File: src/rtl/fwpsl_pkg.sv
`timescale 1ns / 1ps
package fwpsl_pkg;

    localparam int WHEELS   = 4;
    localparam int WIDX_W   = $clog2(WHEELS);
    localparam int FIELD_W  = 16;
    localparam int CAP_W    = 8;
    localparam int SCALE_W  = 20;
    localparam int CLAMP_W  = 15;
    localparam int CFG_W    = SCALE_W;
    localparam int CFG_IDX_W = 2;
    localparam int DEM_W    = 2 * FIELD_W - 1;          // |w*c| <= 2^30
    localparam int SUM_W    = DEM_W + WIDX_W;
    localparam int SHARE_W  = 24;                       // Q8.16 watts
    localparam int FRAC_W   = 16;
    localparam int BOUND_W  = SHARE_W + SCALE_W - FRAC_W;
    localparam int MUL_A_W  = DEM_W;
    localparam int MUL_B_W  = SCALE_W;
    localparam int PROD_W   = MUL_A_W + MUL_B_W;
    localparam int NUM_W    = DEM_W + CAP_W;            // demand*cap before the <<16

    localparam logic [CFG_IDX_W-1:0] CFG_POWER_CAP     = 2'd0;
    localparam logic [CFG_IDX_W-1:0] CFG_BOUND_SCALE   = 2'd1;
    localparam logic [CFG_IDX_W-1:0] CFG_CURRENT_CLAMP = 2'd2;

    localparam logic [CAP_W-1:0]   RST_POWER_CAP     = 8'd70;
    localparam logic [SCALE_W-1:0] RST_BOUND_SCALE   = 20'd472723;
    localparam logic [CLAMP_W-1:0] RST_CURRENT_CLAMP = 15'd7000;

    typedef struct packed {
        logic signed [FIELD_W-1:0] need_current_lf;
        logic signed [FIELD_W-1:0] need_current_rf;
        logic signed [FIELD_W-1:0] need_current_rb;
        logic signed [FIELD_W-1:0] need_current_lb;
        logic signed [FIELD_W-1:0] speed_lf;
        logic signed [FIELD_W-1:0] speed_rf;
        logic signed [FIELD_W-1:0] speed_rb;
        logic signed [FIELD_W-1:0] speed_lb;
        logic signed [FIELD_W-1:0] weight_lf;
        logic signed [FIELD_W-1:0] weight_rf;
        logic signed [FIELD_W-1:0] weight_rb;
        logic signed [FIELD_W-1:0] weight_lb;
    } t_in;

    typedef struct packed {
        logic signed [FIELD_W-1:0] limited_current_lf;
        logic signed [FIELD_W-1:0] limited_current_rf;
        logic signed [FIELD_W-1:0] limited_current_rb;
        logic signed [FIELD_W-1:0] limited_current_lb;
    } t_out;

endpackage

File: src/rtl/four_wheel_power_share_limiter.sv
`timescale 1ns / 1ps
// Power-share limiter for four wheels. One beat carries requested currents,
// speeds and weights; one beat of limited currents comes back per input beat.
// A single 31x20 multiplier and a single restoring divider (one quotient bit
// per cycle) are time-shared by a sequencer. An item is shortest with no demand
// and no wheel limited, and longest with every share recomputed with 24 divide
// steps and every wheel limited with a 28-step bound/speed division. The input
// side is stalled until the item is pushed out; a finished result sits in the
// output register so a new beat can be taken while it waits. Configuration
// writes are meant for idle periods only.
module four_wheel_power_share_limiter (
    input  logic                              i_clk,
    input  logic                              i_rst_n,
    input  logic                              i_valid,
    output logic                              o_stall,
    input  fwpsl_pkg::t_in                    i_in,
    output logic                              o_valid,
    input  logic                              i_stall,
    output fwpsl_pkg::t_out                   o_out,
    input  logic                              i_cfg_we,
    input  logic [fwpsl_pkg::CFG_IDX_W-1:0]   i_cfg_idx,
    input  logic [fwpsl_pkg::CFG_W-1:0]       i_cfg_data
);
    import fwpsl_pkg::*;

    localparam int RW   = SUM_W + 1;
    localparam int QW   = BOUND_W;
    localparam int CW   = BOUND_W + 1;
    localparam int CNT_W = $clog2(QW);

    typedef enum logic [3:0] {
        S_IDLE, S_DEM, S_DEM_ACC, S_SH, S_SH_LD, S_SH_DIV,
        S_BND, S_BND_LD, S_CS, S_CS_CHK, S_LDIV, S_CLAMP, S_PUSH
    } t_state;

    t_state                     r_state;
    t_in                        r_in;
    logic [WIDX_W-1:0]          r_w;
    logic [CAP_W-1:0]           r_cap;
    logic [SCALE_W-1:0]         r_scale;
    logic [CLAMP_W-1:0]         r_clamp;
    logic [SHARE_W-1:0]         r_share [WHEELS];
    logic [DEM_W-1:0]           r_dem [WHEELS];
    logic [SUM_W-1:0]           r_sum;
    logic [PROD_W-1:0]          r_prod;
    logic [BOUND_W-1:0]         r_bound;
    logic [RW-1:0]              r_rem;
    logic [QW-1:0]              r_q;
    logic [SUM_W-1:0]           r_div;
    logic [CNT_W-1:0]           r_cnt;
    logic [CNT_W-1:0]           r_last;
    logic signed [CW-1:0]       r_c;
    logic signed [FIELD_W-1:0]  r_res [WHEELS];
    logic                       r_ovalid;
    t_out                       r_out;

    logic signed [FIELD_W-1:0]  cur [WHEELS];
    logic signed [FIELD_W-1:0]  spd [WHEELS];
    logic signed [FIELD_W-1:0]  wt  [WHEELS];
    logic [FIELD_W-1:0]         cur_mag;
    logic [FIELD_W-1:0]         spd_mag;
    logic [FIELD_W-1:0]         wt_mag;
    logic [MUL_A_W-1:0]         mul_a;
    logic [MUL_B_W-1:0]         mul_b;
    logic [SUM_W-1:0]           n_sum;
    logic [RW-1:0]              rem_sh;
    logic                       q_bit;
    logic [RW-1:0]              rem_nx;
    logic signed [CW-1:0]       lim;
    logic signed [CW-1:0]       c_cl;
    logic                       w_last;
    logic                       out_free;

    function automatic logic [FIELD_W-1:0] mag16(input logic signed [FIELD_W-1:0] v);
        mag16 = v[FIELD_W-1] ? FIELD_W'(-v) : FIELD_W'(v);
    endfunction

    always_comb begin
        cur[0] = r_in.need_current_lf; cur[1] = r_in.need_current_rf;
        cur[2] = r_in.need_current_rb; cur[3] = r_in.need_current_lb;
        spd[0] = r_in.speed_lf;  spd[1] = r_in.speed_rf;
        spd[2] = r_in.speed_rb;  spd[3] = r_in.speed_lb;
        wt[0]  = r_in.weight_lf; wt[1]  = r_in.weight_rf;
        wt[2]  = r_in.weight_rb; wt[3]  = r_in.weight_lb;
    end

    assign cur_mag = mag16(cur[r_w]);
    assign spd_mag = mag16(spd[r_w]);
    assign wt_mag  = mag16(wt[r_w]);
    assign w_last  = (r_w == WIDX_W'(WHEELS - 1));
    assign n_sum   = r_sum + SUM_W'(r_prod[DEM_W-1:0]);

    // shared multiplier operand select
    always_comb begin
        unique case (r_state)
            S_DEM: begin
                mul_a = MUL_A_W'(wt_mag);
                mul_b = MUL_B_W'(cur_mag);
            end
            S_SH: begin
                mul_a = r_dem[r_w];
                mul_b = MUL_B_W'(r_cap);
            end
            S_BND: begin
                mul_a = MUL_A_W'(r_share[r_w]);
                mul_b = r_scale;
            end
            default: begin
                mul_a = MUL_A_W'(r_c[CW-1] ? CW'(-r_c) : CW'(r_c));
                mul_b = MUL_B_W'(spd_mag);
            end
        endcase
    end

    // one restoring divide step
    assign rem_sh = {r_rem[RW-2:0], r_q[QW-1]};
    assign q_bit  = (rem_sh >= {1'b0, r_div});
    assign rem_nx = q_bit ? rem_sh - {1'b0, r_div} : rem_sh;

    assign lim  = CW'($signed({1'b0, r_clamp}));
    always_comb begin
        priority if (r_c > lim)  c_cl = lim;
        else if (r_c < -lim)     c_cl = -lim;
        else                     c_cl = r_c;
    end

    assign out_free = !r_ovalid || !i_stall;
    assign o_stall  = (r_state != S_IDLE);
    assign o_valid  = r_ovalid;
    assign o_out    = r_out;

    always_ff @(posedge i_clk) begin
        r_prod <= PROD_W'(mul_a) * PROD_W'(mul_b);
        if (!i_rst_n) begin
            r_state  <= S_IDLE;
            r_ovalid <= 1'b0;
            r_cap    <= RST_POWER_CAP;
            r_scale  <= RST_BOUND_SCALE;
            r_clamp  <= RST_CURRENT_CLAMP;
            r_w      <= '0;
            r_sum    <= '0;
            for (int i = 0; i < WHEELS; i++) r_share[i] <= '0;
        end else begin
            if (i_cfg_we) begin
                unique case (i_cfg_idx)
                    CFG_POWER_CAP:     r_cap   <= i_cfg_data[CAP_W-1:0];
                    CFG_BOUND_SCALE:   r_scale <= i_cfg_data[SCALE_W-1:0];
                    CFG_CURRENT_CLAMP: r_clamp <= i_cfg_data[CLAMP_W-1:0];
                    default: ;
                endcase
            end
            if (r_ovalid && !i_stall && r_state != S_PUSH) r_ovalid <= 1'b0;

            unique case (r_state)
                S_IDLE: begin
                    if (i_valid) begin
                        r_in    <= i_in;
                        r_w     <= '0;
                        r_sum   <= '0;
                        r_state <= S_DEM;
                    end
                end
                S_DEM: r_state <= S_DEM_ACC;
                S_DEM_ACC: begin
                    r_dem[r_w] <= r_prod[DEM_W-1:0];
                    r_sum      <= n_sum;
                    if (!w_last) begin
                        r_w     <= r_w + 1'b1;
                        r_state <= S_DEM;
                    end else begin
                        r_w     <= '0;
                        // zero total demand: keep the old shares
                        r_state <= (n_sum == '0) ? S_BND : S_SH;
                    end
                end
                S_SH: r_state <= S_SH_LD;
                S_SH_LD: begin
                    r_rem   <= RW'(r_prod[NUM_W-1:SHARE_W-FRAC_W]);
                    r_q     <= QW'({r_prod[SHARE_W-FRAC_W-1:0], {FRAC_W{1'b0}}})
                               << (QW - SHARE_W);
                    r_div   <= r_sum;
                    r_cnt   <= '0;
                    r_last  <= CNT_W'(SHARE_W - 1);
                    r_state <= S_SH_DIV;
                end
                S_SH_DIV: begin
                    r_rem <= rem_nx;
                    r_q   <= {r_q[QW-2:0], q_bit};
                    r_cnt <= r_cnt + 1'b1;
                    if (r_cnt == r_last) begin
                        r_share[r_w] <= {r_q[SHARE_W-2:0], q_bit};
                        if (!w_last) begin
                            r_w     <= r_w + 1'b1;
                            r_state <= S_SH;
                        end else begin
                            r_w     <= '0;
                            r_state <= S_BND;
                        end
                    end
                end
                S_BND: r_state <= S_BND_LD;
                S_BND_LD: begin
                    r_bound <= r_prod[FRAC_W +: BOUND_W];
                    r_c     <= CW'(cur[r_w]);
                    r_state <= S_CS;
                end
                S_CS: r_state <= S_CS_CHK;
                S_CS_CHK: begin
                    if (spd[r_w] != '0 && r_prod > PROD_W'(r_bound)) begin
                        r_rem   <= '0;
                        r_q     <= r_bound;
                        r_div   <= SUM_W'(spd_mag);
                        r_cnt   <= '0;
                        r_last  <= CNT_W'(QW - 1);
                        r_state <= S_LDIV;
                    end else begin
                        r_state <= S_CLAMP;
                    end
                end
                S_LDIV: begin
                    r_rem <= rem_nx;
                    r_q   <= {r_q[QW-2:0], q_bit};
                    r_cnt <= r_cnt + 1'b1;
                    if (r_cnt == r_last) begin
                        // both limit branches give sign(current) * bound/|speed|
                        r_c <= cur[r_w][FIELD_W-1] ? -CW'({r_q[QW-2:0], q_bit})
                                                   :  CW'({r_q[QW-2:0], q_bit});
                        r_state <= S_CLAMP;
                    end
                end
                S_CLAMP: begin
                    r_res[r_w] <= c_cl[FIELD_W-1:0];
                    if (!w_last) begin
                        r_w     <= r_w + 1'b1;
                        r_state <= S_BND;
                    end else begin
                        r_state <= S_PUSH;
                    end
                end
                S_PUSH: begin
                    if (out_free) begin
                        r_out.limited_current_lf <= r_res[0];
                        r_out.limited_current_rf <= r_res[1];
                        r_out.limited_current_rb <= r_res[2];
                        r_out.limited_current_lb <= r_res[3];
                        r_ovalid <= 1'b1;
                        r_state  <= S_IDLE;
                    end
                end
                default: r_state <= S_IDLE;
            endcase
        end
    end

    a_accept_busy: assert property (@(posedge i_clk) disable iff (!i_rst_n)
        i_valid && !o_stall |=> r_state == S_DEM)
        else $error("accepted beat did not start the sequencer");

    a_rem_below: assert property (@(posedge i_clk) disable iff (!i_rst_n)
        (r_state == S_SH_DIV || r_state == S_LDIV) |-> r_rem < {1'b0, r_div})
        else $error("divider remainder out of range");

    a_res_clamped: assert property (@(posedge i_clk) disable iff (!i_rst_n)
        r_state == S_PUSH |-> (r_res[0] <= $signed({1'b0, r_clamp})
                               && r_res[0] >= -$signed({1'b0, r_clamp})))
        else $error("result exceeds current clamp");

endmodule

File: config.mk
export PLATFORM = sky130hd
export DESIGN_NAME = four_wheel_power_share_limiter
export DESIGN_NICKNAME = d
export VERILOG_FILES = /design/src/rtl/fwpsl_pkg.sv /design/src/rtl/four_wheel_power_share_limiter.sv
export SDC_FILE = /design/constraint.sdc
export NUM_CORES = 2
export LEC_CHECK = 0
export CAP_MARGIN = 5
export CORE_ASPECT_RATIO = 0.75
export CORE_MARGIN = 2
export CORE_UTILIZATION = 65
export CTS_BUF_LIST = sky130_fd_sc_hd__clkbuf_16
export CTS_CLUSTER_SIZE = 28
export DETAILED_ROUTE_END_ITERATION = 16
export DONT_BUFFER_PORTS = 1
export GPL_TIMING_DRIVEN = 1
export PLACE_DENSITY = 0.79
export SLEW_MARGIN = 10
export SYNTH_ARGS = -nofsm -noshare
export SYNTH_HDL_FRONTEND = slang
export SYNTH_SLANG_ARGS = --single-unit
File: constraint.sdc
create_clock -name i_clk -period 10.8 [get_ports i_clk]
set_input_delay 2.7 -clock i_clk [delete_from_list [all_inputs] [get_ports i_clk]]
set_output_delay 2.7 -clock i_clk [all_outputs]
set_load 0.01 [all_outputs]
==> results.txt <==
The run gives 6,711 as the post-layout instance count excluding filler cells. The tools report the placement-stage cell area as 60,900 sq um. Input and output buffers added on the ports amount to 0.

After detailed placement, the design holds a cell count of 6,551. For the final HPWL from detailed placement, the log shows 138 mm. For the count of TritonRoute iterations in the first routing pass, the log shows 9.

Max-cap violations in this run came to 0. Total of hold buffers inserted after clock tree synthesis: 0. The tools report the number of global-route vias before repair as 42,000. For the number of placed I/O pins, the log shows 285. The clock passes through at most 3 buffers.

The finished cells cover 63,600 sq um. After synthesis, the share of flip-flops with an asynchronous set or reset is 0%. On the worst path, the slowest cell contributes a delay of 810 ps. The H-tree generated during clock tree synthesis spans 3 levels.

After detailed routing, the number of remaining DRC violations is 0. The most used flip-flop cell after synthesis is sky130_fd_sc_hd__edfxtp_1. TritonCTS built the clock tree. The cell area that synthesis handed to floorplanning was 58,600 sq um. After detailed routing, the number of vias per cell comes to 6.40. The portion of synthesized cell area occupied by the leading cell type works out to 35.8%. The number of antenna violations at the first check in global routing is 9. The tools report the total negative setup slack as 0 ps.

Timing would allow up to 94.9 MHz. The maximum number of pins on one net before global-route repair came out at 90. Clock tree synthesis selected as its root buffer the cell sky130_fd_sc_hd__clkbuf_16. The tools report the final net count as 6,474. The most area-hungry cell type in the Yosys netlist is sky130_fd_sc_hd__edfxtp_1. The final hold violation count is 0. Sort of element at the end of the critical path: a flip-flop. The gate count of the mapped netlist was 5,362; the die extent in x was 351 um.

The largest fanout on the critical path was 25. The synthesized area per cell was 10.9 sq um. STA puts the critical path data required time at 11,370 ps. The post-layout minimum cycle time works out to 10,530 ps. The residual overflow from global routing was 0. At the pin with the least slew margin, the transition time is 1290 ps.

The run finished with clean final reports. The worst pin sits at a relative slew slack of 14.2%. In the global route stage, overall resource usage came out at 39.8%. At the end of routability-driven placement, the weighted congestion stood at 1.06.

The die covers 92,500 sq um. The count of final max-slew check failures is 0, and the detail-routed net length per standard cell is 27.0 um. Of the available clock period, the critical path in the final layout requires 97.5%. The path class of the tightest hold or removal check is flip-flop to flip-flop. Yosys printed 0 warnings. The area growth from synthesis to layout is 8.67%. Summed over all layers, the routed wires come to 181 mm. The run gives 834 as the clock sink count.

The total clock buffers created by CTS was 80. The core region is 89,400 sq um. The post-route netlist has 9.26% of its cells at a drive strength greater than 1.

The tools report the critical path startpoint category as a flip-flop. The first global-routing pass estimated 269 mm of wire. In the post-synthesis netlist, the biggest area contributors are sky130_fd_sc_hd__edfxtp_1, sky130_fd_sc_hd__fa_1, sky130_fd_sc_hd__ha_1. For the worst-skew pair, the clock arrives at the later sink with an insertion delay of 690 ps. Setup violations remaining at the end of the flow were counted as 0. The critical path is of the flip-flop to flip-flop type. After synthesis, the netlist uses 92 different library cells. The logs give 0 for the number of nets with antenna violations after detailed routing and 65.5% for the initial core utilization.

After synthesis the netlist holds a flip-flop and latch count of 834. Across the routed clock network, the largest skew measured is 20.8 ps. The detailed-route via count is 43,000.

Yosys mapped a number of flops with a built-in enable equal to 698. The slowest stage of the critical path belongs to the cell sky130_fd_sc_hd__o221ai_1. Clock-pin slew was measured on the worst setup and hold paths at 70 ps. The first routing iteration left 5,980 violations. From bottom edge to top edge, the die measures 264 um. For the sequential area share after synthesis, the log shows 40.4%. STA puts the critical path data arrival time at 11,100 ps. In this run the core area contains 95 standard-cell rows.
-- cells in the final DEF, fill, tap and decap left out, drive strengths merged, types with 12 or more instances in the layout --
cell / count
o21a: 33
o21ai: 202
nor2b: 27
o211ai: 23
a31oi: 24
nor2: 322
nand2: 669
a22oi: 49
and2: 226
o221ai: 17
dfxtp: 136
a21o: 72
a211oi: 18
nand3: 64
a22o: 19
mux2i: 37
buf: 200
a21oi: 233
mux4: 97
nand4: 28
ha: 307
nand2b: 32
nor4: 31
edfxtp: 698
xor2: 72
fa: 520
and3: 26
xnor2: 129
nor3: 52
conb: 28
o21bai: 12
clkinv: 31
o31ai: 21
clkbuf: 81
or3: 22
inv: 789
-- final cells by class --
cell class              instances  area (sq um)
diodes                          4          10.0
multi-input cells            3552         31400
repair buffers                200          1640
inverters                     760          2850
clock buffers                  81          2030
clock inverters                68           536
flip-flops and latches        834         23700
fillers                      6349         25800
well taps                    1212          1520
-- cells by family (layout without fill, tap and decap cells) --
family	after synthesis	count (layout)	synth area share, %
AND/OR/NAND/NOR	1532	1532	12.1
buffers and inverters	1002	1109	6.57
flip-flops	834	834	40.4
adder cells (fa/ha/maj)	827	827	24.3
AO/OA/AOI/OAI	824	824	9.08
XOR/XNOR	201	201	3.01
multiplexers	140	140	4.48
other	2	32	0.0128
-- metrics by stage --
stage	util, %	hold slack (ps)	setup WS, ps
5_1_grt	71.2	429	-33.8
3_5_place_dp	68.2	405	199
3_3_place_gp	68.2	400	394
2_1_floorplan	-	400	1220
6_report	71.2	415	267
4_1_cts	71.0	419	154
-- final timing paths --
kind / from / endpoint / slack, ps / cells past startpoint
max: r_w[0] / r_prod[45] / 270 / 38
min: r_res[3][13] / o_out[13] / 420 / 0
max reg2reg: r_w[0] / r_prod[45] / 270 / 38
min reg2reg: r_res[3][13] / o_out[13] / 420 / 0
-- Yosys cell counts, types with 31 or more instances --
master	count
sky130_fd_sc_hd__nand2b_1	31
sky130_fd_sc_hd__a22oi_1	49
sky130_fd_sc_hd__nor2_1	321
sky130_fd_sc_hd__xnor2_1	129
sky130_fd_sc_hd__mux2i_1	37
sky130_fd_sc_hd__and2_1	221
sky130_fd_sc_hd__nor3_1	49
sky130_fd_sc_hd__buf_2	32
sky130_fd_sc_hd__dfxtp_1	136
sky130_fd_sc_hd__nand3_1	64
sky130_fd_sc_hd__edfxtp_1	698
sky130_fd_sc_hd__a21o_1	72
sky130_fd_sc_hd__mux4_2	97
sky130_fd_sc_hd__o21ai_0	182
sky130_fd_sc_hd__inv_1	759
sky130_fd_sc_hd__o21a_1	33
sky130_fd_sc_hd__nand2_1	668
sky130_fd_sc_hd__a21oi_1	233
sky130_fd_sc_hd__ha_1	307
sky130_fd_sc_hd__clkbuf_1	179
sky130_fd_sc_hd__xor2_1	72
sky130_fd_sc_hd__fa_1	520
-- worst max-delay path, delay by kind of cell, from the launching register on --
kind,cells,cell delay (ps)
AO/OA/AOI/OAI,11,2960
adder cells (fa/ha/maj),8,3910
buffers and inverters,11,1130
flip-flops,1,520
AND/OR/NAND/NOR,5,900
XOR/XNOR,2,370
multiplexers,1,580
-- layer usage --
layer	part of all wire (%)	track usage [%]
met1	38	56.7
met2	40	53.7
met3	17	17.7
met4	4.3	14.4
met5	0.12	1.26
-- sequential cells by signal (all words and copies together) (netlist names), 4 cells and up, named ones only --
signal,count
r_in,128
r_cap,8
r_bound,28
r_dem,124
cur,64
r_clamp,15
r_rem,33
r_div,33
r_sum,33
r_share,96
r_c,29
r_prod,51
r_res,64
o_out,64
r_q,28
r_cnt,5
r_scale,20
r_state,4
-- timing repair --
item / in CTS / in global routing
buffers inserted: 0 / 7
resized for setup: 0 / 14
endpoints found under the setup margin: 0 / 12
Power is not shown: default switching activity piles up to over one toggle a cycle in this logic, so the estimate is an artifact.
